--- src/rtl/core/tspc_pkg.sv ---
// constants shared by the traffic signal phase controller
// no dependencies
package tspc_pkg;

    localparam int TIME_BITS_DEF = 30;
    localparam int SEC_BITS      = 30;
    localparam int CODE_BITS     = 31;
    localparam int ORDER_BITS    = 12;
    localparam int PTIME_BITS    = 30;
    localparam int YTIME_BITS    = 20;
    localparam int ADDR_BITS     = 5;
    localparam int DATA_BITS     = 32;
    localparam int GUARD_MAX     = 9;

    localparam logic [ORDER_BITS-1:0] RESET_ORDER  = 12'd1672;
    localparam logic [PTIME_BITS-1:0] RESET_GREEN  = 30'd1000000000;
    localparam logic [YTIME_BITS-1:0] RESET_YELLOW = 20'd5;

    localparam logic [CODE_BITS-1:0] CODE_RED   = 31'h7FFF_FFFF;
    localparam logic [CODE_BITS-1:0] CODE_RIGHT = 31'h7FFF_FFFE;

    localparam logic [2:0] REG_ORDER  = 3'd0;
    localparam logic [2:0] REG_PTIME0 = 3'd1;
    localparam logic [2:0] REG_PTIME1 = 3'd2;
    localparam logic [2:0] REG_PTIME2 = 3'd3;
    localparam logic [2:0] REG_PTIME3 = 3'd4;
    localparam logic [2:0] REG_YELLOW = 3'd5;

    localparam logic KIND_TICK  = 1'b0;
    localparam logic KIND_QUERY = 1'b1;

    localparam logic [1:0] DIR_UTURN    = 2'd0;
    localparam logic [1:0] DIR_LEFT     = 2'd1;
    localparam logic [1:0] DIR_STRAIGHT = 2'd2;
    localparam logic [1:0] DIR_RIGHT    = 2'd3;

endpackage

--- src/rtl/core/traffic_signal_phase_controller_core.sv ---
// a query transaction gives its result in the cycle after acceptance
// a tick that crosses no boundary goes through the compare and finish states; one
// that crosses also goes through the cycle-length sum, the bitwise remainder and the
// boundary steps, all on one shared add/subtract unit; one transaction in flight at a time
// reset: aresetn synchronous active low, config and control registers to their defaults,
// phase slot 0 in green with its full time
module traffic_signal_phase_controller_core #(
    parameter int TIME_BITS = tspc_pkg::TIME_BITS_DEF
) (
    input  logic                                   aclk,
    input  logic                                   aresetn,
    input  logic                                   s_valid,
    output logic                                   s_ready,
    input  logic                                   s_kind,
    input  logic [tspc_pkg::SEC_BITS-1:0]          s_elapsed,
    input  logic [1:0]                             s_from_leg,
    input  logic [1:0]                             s_to_leg,
    output logic                                   m_valid,
    input  logic                                   m_ready,
    output logic                                   m_can_go,
    output logic signed [tspc_pkg::CODE_BITS-1:0]  m_remaining_code,
    output logic [1:0]                             m_phase_now,
    output logic                                   m_yellow_now,
    input  logic                                   psel,
    input  logic                                   penable,
    input  logic                                   pwrite,
    input  logic [tspc_pkg::ADDR_BITS-1:0]         paddr,
    input  logic [tspc_pkg::DATA_BITS-1:0]         pwdata,
    output logic [tspc_pkg::DATA_BITS-1:0]         prdata,
    output logic                                   pready
);
    import tspc_pkg::*;

    localparam int CW     = TIME_BITS + 3;
    localparam int DW     = ((TIME_BITS > SEC_BITS) ? TIME_BITS : SEC_BITS) + 4;
    localparam int STEP_W = $clog2(SEC_BITS);

    localparam logic [2:0] ST_IDLE = 3'd0;
    localparam logic [2:0] ST_CMP  = 3'd1;
    localparam logic [2:0] ST_SUM  = 3'd2;
    localparam logic [2:0] ST_DIV  = 3'd3;
    localparam logic [2:0] ST_LOOP = 3'd4;
    localparam logic [2:0] ST_FIN  = 3'd5;

    logic [ORDER_BITS-1:0] order_reg, order_next;
    logic [PTIME_BITS-1:0] ptime_reg [4];
    logic [PTIME_BITS-1:0] ptime_next [4];
    logic [YTIME_BITS-1:0] ytime_reg, ytime_next;

    logic [2:0]           state_reg, state_next;
    logic [STEP_W-1:0]    step_reg, step_next;
    logic [TIME_BITS-1:0] rem_reg, rem_next;
    logic [1:0]           phase_reg, phase_next;
    logic                 yellow_reg, yellow_next;
    logic [SEC_BITS-1:0]  sec_reg, sec_next;
    logic [CW-1:0]        cyc_reg, cyc_next;
    logic [CW-1:0]        pr_reg, pr_next;

    logic                 mv_reg, mv_next;
    logic                 go_reg, go_next;
    logic [CODE_BITS-1:0] code_reg, code_next;
    logic [1:0]           mphase_reg, mphase_next;
    logic                 myellow_reg, myellow_next;

    logic          op_sub;
    logic [DW-1:0] op_a, op_b;
    logic [DW:0]   alu_full;
    logic [DW-1:0] alu_res;
    logic          alu_ge;

    logic          cfg_wr;
    logic          in_acc;
    logic [CW:0]   pr_sh;
    logic [1:0]    q_dir;
    logic [2:0]    q_status;
    logic          q_turn_left;
    logic          q_ok;
    logic [1:0]    phase_inc;

    function automatic logic [TIME_BITS-1:0] sat_len(input logic [PTIME_BITS-1:0] t);
        logic [TIME_BITS-1:0] v;
        v = TIME_BITS'(t);
        return (v == '0) ? TIME_BITS'(1) : v;
    endfunction

    logic [TIME_BITS-1:0] ylen;
    logic [TIME_BITS-1:0] glen_step;
    logic [TIME_BITS-1:0] glen_inc;

    assign ylen      = sat_len(PTIME_BITS'(ytime_reg));
    assign glen_step = sat_len(ptime_reg[step_reg[1:0]]);
    assign phase_inc = phase_reg + 2'd1;
    assign glen_inc  = sat_len(ptime_reg[phase_inc]);

    assign cfg_wr  = psel && penable && pwrite;
    assign pready  = 1'b1;
    assign s_ready = (state_reg == ST_IDLE) && (!mv_reg || m_ready);
    assign in_acc  = s_valid && s_ready;

    assign m_valid          = mv_reg;
    assign m_can_go         = go_reg;
    assign m_remaining_code = code_reg;
    assign m_phase_now      = mphase_reg;
    assign m_yellow_now     = myellow_reg;

    always_comb begin
        prdata = '0;
        unique case (paddr[4:2])
            REG_ORDER:  prdata = DATA_BITS'(order_reg);
            REG_PTIME0: prdata = DATA_BITS'(ptime_reg[0]);
            REG_PTIME1: prdata = DATA_BITS'(ptime_reg[1]);
            REG_PTIME2: prdata = DATA_BITS'(ptime_reg[2]);
            REG_PTIME3: prdata = DATA_BITS'(ptime_reg[3]);
            REG_YELLOW: prdata = DATA_BITS'(ytime_reg);
            default:    prdata = '0;
        endcase
    end

    always_comb begin
        order_next = order_reg;
        ptime_next = ptime_reg;
        ytime_next = ytime_reg;
        if (cfg_wr) begin
            unique case (paddr[4:2])
                REG_ORDER:  order_next    = pwdata[ORDER_BITS-1:0];
                REG_PTIME0: ptime_next[0] = pwdata[PTIME_BITS-1:0];
                REG_PTIME1: ptime_next[1] = pwdata[PTIME_BITS-1:0];
                REG_PTIME2: ptime_next[2] = pwdata[PTIME_BITS-1:0];
                REG_PTIME3: ptime_next[3] = pwdata[PTIME_BITS-1:0];
                REG_YELLOW: ytime_next    = pwdata[YTIME_BITS-1:0];
                default: ;
            endcase
        end
    end

    // shared add/subtract unit
    assign pr_sh = {pr_reg, sec_reg[SEC_BITS-1]};

    always_comb begin
        op_sub = 1'b1;
        op_a   = DW'(sec_reg);
        op_b   = DW'(rem_reg);
        unique case (state_reg)
            ST_SUM: begin
                op_sub = 1'b0;
                op_a   = DW'(cyc_reg);
                op_b   = DW'(glen_step);
            end
            ST_DIV: begin
                op_a = DW'(pr_sh);
                op_b = DW'(cyc_reg);
            end
            ST_FIN: begin
                op_a = DW'(rem_reg);
                op_b = DW'(sec_reg);
            end
            default: ;
        endcase
    end

    assign alu_full = {1'b0, op_a} + {1'b0, (op_sub ? ~op_b : op_b)} + (DW + 1)'(op_sub);
    assign alu_res  = alu_full[DW-1:0];
    assign alu_ge   = alu_full[DW];

    // query decode
    assign q_dir       = s_to_leg - s_from_leg;
    assign q_status    = order_reg[3 * phase_reg +: 3];
    assign q_turn_left = (q_dir == DIR_LEFT) || (q_dir == DIR_UTURN);

    always_comb begin
        if (!q_status[2]) begin
            q_ok = (s_from_leg[0] == q_status[1]) &&
                   (!q_status[0] ? q_turn_left : (q_dir == DIR_STRAIGHT));
        end else begin
            q_ok = (s_from_leg == q_status[1:0]);
        end
    end

    always_comb begin
        state_next   = state_reg;
        step_next    = step_reg;
        rem_next     = rem_reg;
        phase_next   = phase_reg;
        yellow_next  = yellow_reg;
        sec_next     = sec_reg;
        cyc_next     = cyc_reg;
        pr_next      = pr_reg;
        mv_next      = mv_reg && !m_ready;
        go_next      = go_reg;
        code_next    = code_reg;
        mphase_next  = mphase_reg;
        myellow_next = myellow_reg;

        unique case (state_reg)
            ST_IDLE: begin
                if (in_acc) begin
                    if (s_kind == KIND_TICK) begin
                        sec_next   = s_elapsed;
                        state_next = ST_CMP;
                    end else begin
                        mv_next      = 1'b1;
                        mphase_next  = phase_reg;
                        myellow_next = yellow_reg;
                        if (yellow_reg) begin
                            go_next   = 1'b0;
                            code_next = CODE_BITS'(rem_reg);
                        end else if (q_dir == DIR_RIGHT) begin
                            go_next   = 1'b1;
                            code_next = CODE_RIGHT;
                        end else begin
                            go_next   = q_ok;
                            code_next = q_ok ? CODE_BITS'(rem_reg) : CODE_RED;
                        end
                    end
                end
            end
            ST_CMP, ST_LOOP: begin
                if (state_reg == ST_LOOP && step_reg == STEP_W'(GUARD_MAX)) begin
                    state_next = ST_FIN;
                end else if (alu_ge) begin
                    sec_next = SEC_BITS'(alu_res);
                    if (!yellow_reg) begin
                        yellow_next = 1'b1;
                        rem_next    = ylen;
                    end else begin
                        yellow_next = 1'b0;
                        phase_next  = phase_inc;
                        rem_next    = glen_inc;
                    end
                    if (state_reg == ST_CMP) begin
                        state_next = ST_SUM;
                        step_next  = '0;
                        cyc_next   = CW'(ylen) << 2;
                    end else begin
                        step_next = step_reg + STEP_W'(1);
                    end
                end else begin
                    state_next = ST_FIN;
                end
            end
            ST_SUM: begin
                cyc_next  = CW'(alu_res);
                step_next = step_reg + STEP_W'(1);
                if (step_reg == STEP_W'(3)) begin
                    state_next = ST_DIV;
                    step_next  = '0;
                    pr_next    = '0;
                end
            end
            ST_DIV: begin
                pr_next   = alu_ge ? CW'(alu_res) : CW'(pr_sh);
                sec_next  = sec_reg << 1;
                step_next = step_reg + STEP_W'(1);
                if (step_reg == STEP_W'(SEC_BITS - 1)) begin
                    sec_next   = SEC_BITS'(pr_next);
                    state_next = ST_LOOP;
                    step_next  = '0;
                end
            end
            ST_FIN: begin
                rem_next     = TIME_BITS'(alu_res);
                mv_next      = 1'b1;
                go_next      = 1'b0;
                code_next    = CODE_BITS'(rem_next);
                mphase_next  = phase_reg;
                myellow_next = yellow_reg;
                state_next   = ST_IDLE;
            end
            default: state_next = ST_IDLE;
        endcase
    end

    always_ff @(posedge aclk) begin
        if (!aresetn) begin
            order_reg  <= RESET_ORDER;
            ptime_reg  <= '{RESET_GREEN, RESET_GREEN, RESET_GREEN, RESET_GREEN};
            ytime_reg  <= RESET_YELLOW;
            state_reg  <= ST_IDLE;
            step_reg   <= '0;
            rem_reg    <= TIME_BITS'(RESET_GREEN);
            phase_reg  <= '0;
            yellow_reg <= 1'b0;
            mv_reg     <= 1'b0;
        end else begin
            order_reg  <= order_next;
            ptime_reg  <= ptime_next;
            ytime_reg  <= ytime_next;
            state_reg  <= state_next;
            step_reg   <= step_next;
            rem_reg    <= rem_next;
            phase_reg  <= phase_next;
            yellow_reg <= yellow_next;
            mv_reg     <= mv_next;
        end
    end

    always_ff @(posedge aclk) begin
        sec_reg     <= sec_next;
        cyc_reg     <= cyc_next;
        pr_reg      <= pr_next;
        go_reg      <= go_next;
        code_reg    <= code_next;
        mphase_reg  <= mphase_next;
        myellow_reg <= myellow_next;
    end

    a_tick_no_early_result: assert property (@(posedge aclk) disable iff (!aresetn)
        s_valid && s_ready && (s_kind == KIND_TICK) |=> !m_valid)
        else $error("tick result appeared one cycle after acceptance");

    a_query_one_cycle: assert property (@(posedge aclk) disable iff (!aresetn)
        s_valid && s_ready && (s_kind == KIND_QUERY) |=> m_valid)
        else $error("query result missing one cycle after acceptance");

    a_guard_bound: assert property (@(posedge aclk) disable iff (!aresetn)
        (state_reg == ST_LOOP) |-> (step_reg <= STEP_W'(GUARD_MAX)))
        else $error("boundary step count beyond limit");

    a_remaining_nonzero: assert property (@(posedge aclk) disable iff (!aresetn)
        (state_reg == ST_IDLE) |-> (rem_reg != '0))
        else $error("remaining time is zero while idle");

endmodule
--- config.mk ---
export PLATFORM = sky130hd
export DESIGN_NAME = traffic_signal_phase_controller_core
export DESIGN_NICKNAME = d
export VERILOG_FILES = /design/src/rtl/core/tspc_pkg.sv /design/src/rtl/core/traffic_signal_phase_controller_core.sv
export SDC_FILE = /design/constraint.sdc
export NUM_CORES = 1
export LEC_CHECK = 0
export ABC_AREA = 1
export BUFFER_PORTS_ARGS = -buffer_cell sky130_fd_sc_hd__buf_2
export CAP_MARGIN = 20
export CORE_ASPECT_RATIO = 0.75
export CORE_MARGIN = 2
export CORE_UTILIZATION = 50
export CTS_CLUSTER_SIZE = 30
export DETAILED_ROUTE_END_ITERATION = 10
export PLACE_DENSITY = 0.68
export SLEW_MARGIN = 10
export SYNTH_ARGS = -nofsm -noshare
export SYNTH_HDL_FRONTEND = slang
export SYNTH_SLANG_ARGS = --single-unit
--- constraint.sdc ---
create_clock -name aclk -period 8.01 [get_ports aclk]
set_input_delay 0.801 -clock aclk [delete_from_list [all_inputs] [get_ports aclk]]
set_output_delay 0.801 -clock aclk [all_outputs]
set_load 0.005 [all_outputs]
==> results of run 1 <==
-- stage by stage --
step | instance area (sq um) | setup slack, ns
floorplan | 20100 | 2.13
global placement | 21200 | 2.35
detailed placement | 21200 | 2.23
CTS | 22400 | 2.20
global route | 22400 | 1.54
finish | 22400 | 2.03
-- cells by family after synthesis --
kind of cell / share of synthesized area (%)
AOI/OAI and AO/OA: 24.9
xor gates and xnor gates: 1.50
adders and majority gates: 2.34
buffers and inverters: 9.32
DFF: 38.9
other: 0.0374
and+or+nand+nor: 23.0
-- layer usage --
metal	global-route usage, %	vias to the layer above
met3	7.47	225
met5	0	-
met1	49.9	10200
met4	17.7	2
met2	54.8	1347
li1	-	9855
-- path summary, 6_finish.rpt --
check,from,cells past startpoint,slack [ns],end
worst max-delay path,state_reg[0],29,2.03,phase_reg[0]
worst min-delay path,order_reg[7],2,0.49,order_reg[7]
worst max register to register,state_reg[0],29,2.03,phase_reg[0]
worst min register to register,order_reg[7],2,0.49,order_reg[7]
-- layout by cell type, fill, tap and decap left out, drive strengths merged, types with 2 or more instances in the layout --
cell type	netlist	final
a211o	3	3
a211oi	13	13
a21oi	198	198
a221oi	57	57
a22o	5	5
a22oi	29	29
a31oi	9	9
a32o	2	2
and3	3	3
buf	43	188
bufinv	0	3
clkbuf	135	52
clkinv	5	14
conb	2	3
dfxtp	194	194
edfxtp	131	131
ha	36	36
inv	292	292
nand2	706	706
nand3	170	170
nand4	12	12
nor2	195	195
nor3	13	13
nor4	9	9
o2111ai	5	5
o211ai	59	59
o21a	8	8
o21ai	394	394
o221ai	25	25
o22ai	40	40
o31ai	2	2
or2	16	16
xnor2	7	7
xor2	24	24
-- cell type report --
type                       instances  area [sq um]  share of cell area [%]
clock buffer                      52          1050                    4.70
clock inverter                    13           158                   0.704
inverter                         297          1120                    4.99
multi-input combinational       2051         10500                    46.9
sequential                       325          7820                    34.9
tap                              520           651                    2.90
timing repair buffer             188          1100                    4.91
-- critical path, delay by kind of cell, from the launching register on --
kind	cells	cell delay, ns
XOR/XNOR	1	0.17
adder cells (fa/ha/maj)	1	0.45
AO/OA/AOI/OAI	3	0.42
flip-flops	1	0.46
buffers and inverters	9	1.82
AND/OR/NAND/NOR	15	2.49
-- power by group through the flow --
stage,combinational [uW],sequential (uW),clock (uW)
3_5_place_dp,4130,2260,0
6_report,4280,2240,1740
5_1_grt,4660,2250,1820
4_1_cts,4150,2230,1750
2_1_floorplan,2820,2190,0
3_3_place_gp,4080,2250,0
==> out/results.tsv, run 1 <==
metric	value	unit
status	completed	
vias_per_cell	6.27	
path_clk_slew	0.07	ns
rsz0062_at_grt	no	
seqPwrFrac	27.1	%
worst-setup-path-type	reg -> reg	
fp.dieW	236	um
wl_met1	31.6	mm
cts_setup_buffers	0	
grt_pass1_vias	20200	
yosysSeqAreaShare	38.9	%
yosysMostFrequentCell	nand2_1	
power_frac_comb	51.8	%
finalSetupViolCount	0	
clock_power_share	21.0	%
ir_drop	0.300	mV
antenna_left	0	
cts_max_path_buffers	3	
synth_seq_cells	325	
hp-class	reg -> reg	
die_area	41800	sq um
ys_top_cells_by_area	edfxtp_1 (20%), dfxtp_1 (19%), nand2_1 (13%)	
final_cells	3446	
slowest_stage	buf_4	
drive_gt1_share	10.3	%
synth_area	20100	sq um
wl_met3	9.35	mm
route.met2.wl	32.7	mm
routed_wl	77.3	mm
async_flop_share	0	%
diodes	0	
h-tree-depth	2	
synth_cells	2850	
drc	0	
area_growth	11.4	%
drt_pass1_iterations	6	
rows	63	
dp_cells	3380	
switching_share	48.5	%
path_common_cell	nand2_1	
postSynthAreaPerCell	7.06	sq um
fin_util	56.6	%
cp.arrival	6.38	ns
p_sw	4000	uW
power_density	368	nW/um^2
slew_headroom	30.8	%
cp-end-kind	register	
largest_reg_flops	120	
dr_total_vias	21600	
max_freq	0.167	GHz
antenna_found_initial	1	
coreArea	39600	sq um
port_buffers	141	
finalPower	8250	uW
grt_max_degree	99	
hold_violations	0	
cts_tree	done	
grt_usage	36.4	%
grt_pass1_wl	118	mm
die_y	178	um
synth_edf_count	131	
cts_root_buf	clkbuf_16	
initial_utilization	50.8	%
slowest_delay	0.57	ns
cts.sinks	325	
max_cap_violations	0	
hold-worst-slack	0.489	ns
ys.flop_type	dfxtp_1	
skew	0.0211	ns
place.gp.congestion	0.996	
yosysTopAreaCellShare	19.6	%
hold_buffers	0	
finalSetupTns	0	ns
min_period	5.98	ns
fin_crit_sh	74.6	%
dp_hpwl	52.5	mm
nets	3015	
cts_buffers	36	
yosysUniqueCellTypes	56	
slew_viol_final	0	
routedWlPerCell	22.4	um
internal_power	4250	uW
cts_resized	0	
drtIter0Drc	2830	
synthTopCellsByCount	nand2_1 (697), o21ai_0 (379), inv_1 (284), a21oi_1 (198), dfxtp_1 (194)	
io_pins	149	
leakagePower	0.00968	uW
top_layer	met5	
filler_cell_count	3801	
yosys.area.top_type	edfxtp_1	
yosysWarningCount	0	
worst_slew_pin_slew	1.04	ns
cp_max_fo	65	
cp-start-kind	register	
grt_overflow	0	
clock_latency	0.55	ns
worst_ep_required_time	8.41	ns
Note: power is estimated with default switching activity, not from simulation.
==> run 2, diff against run 1 <==
Clock period 8.01 ns to 6.27 ns, I/O delays scaled along.
==> out/results.tsv, run 2 (same netlist as run 1, synthesis figures left out) <==
metric	value	unit	change
hold_end	m_valid		
grt_pass1_wl	118	mm	about the same
grt_pass1_vias	19900		-1.4%
worstHoldPathCells	3		+1
internal_power	5480	uW	+29%
reg2reg_depth	30		+3.4%
max_freq	0.173	GHz	+3.4%
layout_commonest_cell	nand2_1		
routedWlPerCell	22.5	um	+0.13%
cp_max_fo	63		-3.1%
slowest_stage	buf_4		
fp.dieW	236	um	unchanged
hp-class	in -> reg		
r2r_start	step_reg[0]		
dp_hpwl	53.0	mm	+0.97%
min_period	5.78	ns	-0.196 ns
die_y	178	um	unchanged
slew_headroom	35.8	%	+5.0 points
die_area	41800	sq um	unchanged
vias_per_cell	6.20		-1.2%
path_clk_slew	0.06	ns	about the same
nets	3024		+0.30%
switching_share	48.4	%	about the same
finalPower	10600	uW	+29%
routed_wl	77.6	mm	+0.42%
hold_violations	0		unchanged
cp.arrival	6.05	ns	-0.33 ns
cts_max_path_buffers	3		unchanged
rows	63		unchanged
grt_usage	36.5	%	+0.16 points
antenna_found_initial	0		-1
max_cap_violations	0		unchanged
cts_setup_buffers	0		unchanged
min_from	s_kind		
port_buffers	141		unchanged
dr_total_vias	21400		-0.88%
power_frac_comb	51.8	%	about the same
antenna_left	0		unchanged
h-tree-depth	2		unchanged
ir_drop	0.360	mV	+20%
clock_power_share	21.3	%	+0.3 points
io_pins	149		unchanged
drc	0		unchanged
coreArea	39600	sq um	unchanged
largest_reg_flops	120		unchanged
drt_pass1_iterations	6		unchanged
slowest_delay	0.65	ns	+0.08 ns
cts_root_buf	clkbuf_16		
skew	0.0209	ns	-0.000231 ns
clock_latency	0.55	ns	about the same
drtIter0Drc	3041		+7.5%
cp-start-kind	register		
status	completed		
leakagePower	0.00976	uW	+0.75%
cts_resized	0		unchanged
hold_buffers	0		unchanged
r2r_slack	0.49	ns	-1.54 ns
place.gp.congestion	1.00		+0.50%
cts.sinks	325		unchanged
cp-end-kind	register		
slew_viol_final	0		unchanged
worst_ep_required_time	6.53	ns	-1.88 ns
fin_crit_sh	92.2	%	+18 points
diodes	0		unchanged
worst-setup-path-type	reg -> reg		
grt_max_degree	143		+44%
grt_overflow	0		unchanged
seqPwrFrac	26.9	%	-0.2 points
worst_slew_pin_slew	0.961	ns	-0.0754 ns
finalSetupTns	0	ns	unchanged
r2r_end	sec_reg[28]		
initial_utilization	50.8	%	unchanged
drive_gt1_share	10.6	%	+0.27 points
power_density	471	nW/um^2	+28%
rsz0062_at_grt	no		
final_cell_mix	nand2_1 (696), o21ai_0 (378), inv_1 (283), a21oi_1 (197), dfxtp_1 (193)		
cts_tree	done		
cts_buffers	36		unchanged
p_sw	5140	uW	+29%
finalSetupViolCount	0		unchanged
area_growth	12.1	%	
path_common_cell	nand2_1		
==> run 2: changes by cell type in the layout (fill, tap and decap cells not counted), moves of 2 or more <==
cell / delta
buf_16: +2
clkbuf_8: -4
buf_4: +6
buf_12: +2
clkinv_1: +2
clkinv_2: +2
==> run 2: worst max-delay path, delay by kind of cell (launching register included) <==
| kind | cells | cell delay [ns] |
|---|---|---|
| adders and majority gates | 1 | 0.44 |
| and+or+nand+nor | 18 | 1.96 |
| DFF | 1 | 0.35 |
| xor gates and xnor gates | 1 | 0.37 |
| AOI/OAI and AO/OA | 7 | 1.51 |
| buffers and inverters | 3 | 0.86 |
==> run 2: how the worst max path moves through the flow <==
| stage | start | to | cells past startpoint |
|---|---|---|---|
| after floorplan | state_reg[2] | sec_reg[0] | 27 |
| after global placement | step_reg[1] | sec_reg[28] | 30 |
| after detailed placement | step_reg[1] | sec_reg[28] | 30 |
| after CTS | step_reg[0] | sec_reg[28] | 30 |
| after global routing | state_reg[2] | cyc_reg[17] | 26 |
| final | step_reg[0] | sec_reg[28] | 30 |
==> run 2: final cells by class <==
class | count | area [sq um]
fill | 3820 | 17000
multi-input combinational | 2051 | 10500
sequential | 325 | 7820
timing repair buffer | 197 | 1230
inverter | 297 | 1120
clock buffer | 48 | 1020
tap | 520 | 651
clock inverter | 18 | 205
==> run 2: power groups by stage <==
stage | Combinational, uW | Sequential, uW | Clock, uW
after global routing | 6030 | 2870 | 2350
after CTS | 5370 | 2840 | 2270
final | 5500 | 2850 | 2260
after floorplan | 3600 | 2800 | 0
after global placement | 5260 | 2870 | 0
after detailed placement | 5330 | 2880 | 0
==> run 2: routing by layer <==
layer	share of wire [%]	routed length, um	track usage, %
met5	0	0	0
met3	11	8810	8.06
met2	43	33300	56.1
met1	42	32300	49.9
met4	4.1	3220	15.0
==> run 2: per-stage QoR <==
stage          utilization (%)  cells  hold WS (ns)  instance area, sq um  worst slack (ns)
4_1_cts                   57.0   3456         0.333                 22500             0.722
6_report                  57.0   3456         0.344                 22500             0.489
2_1_floorplan                -   2851         0.403                 20100             0.394
5_1_grt                   57.0   3456         0.360                 22500             0.156
3_3_place_gp              53.7   3387         0.470                 21200             0.874
3_5_place_dp              53.9   3390         0.470                 21300             0.796
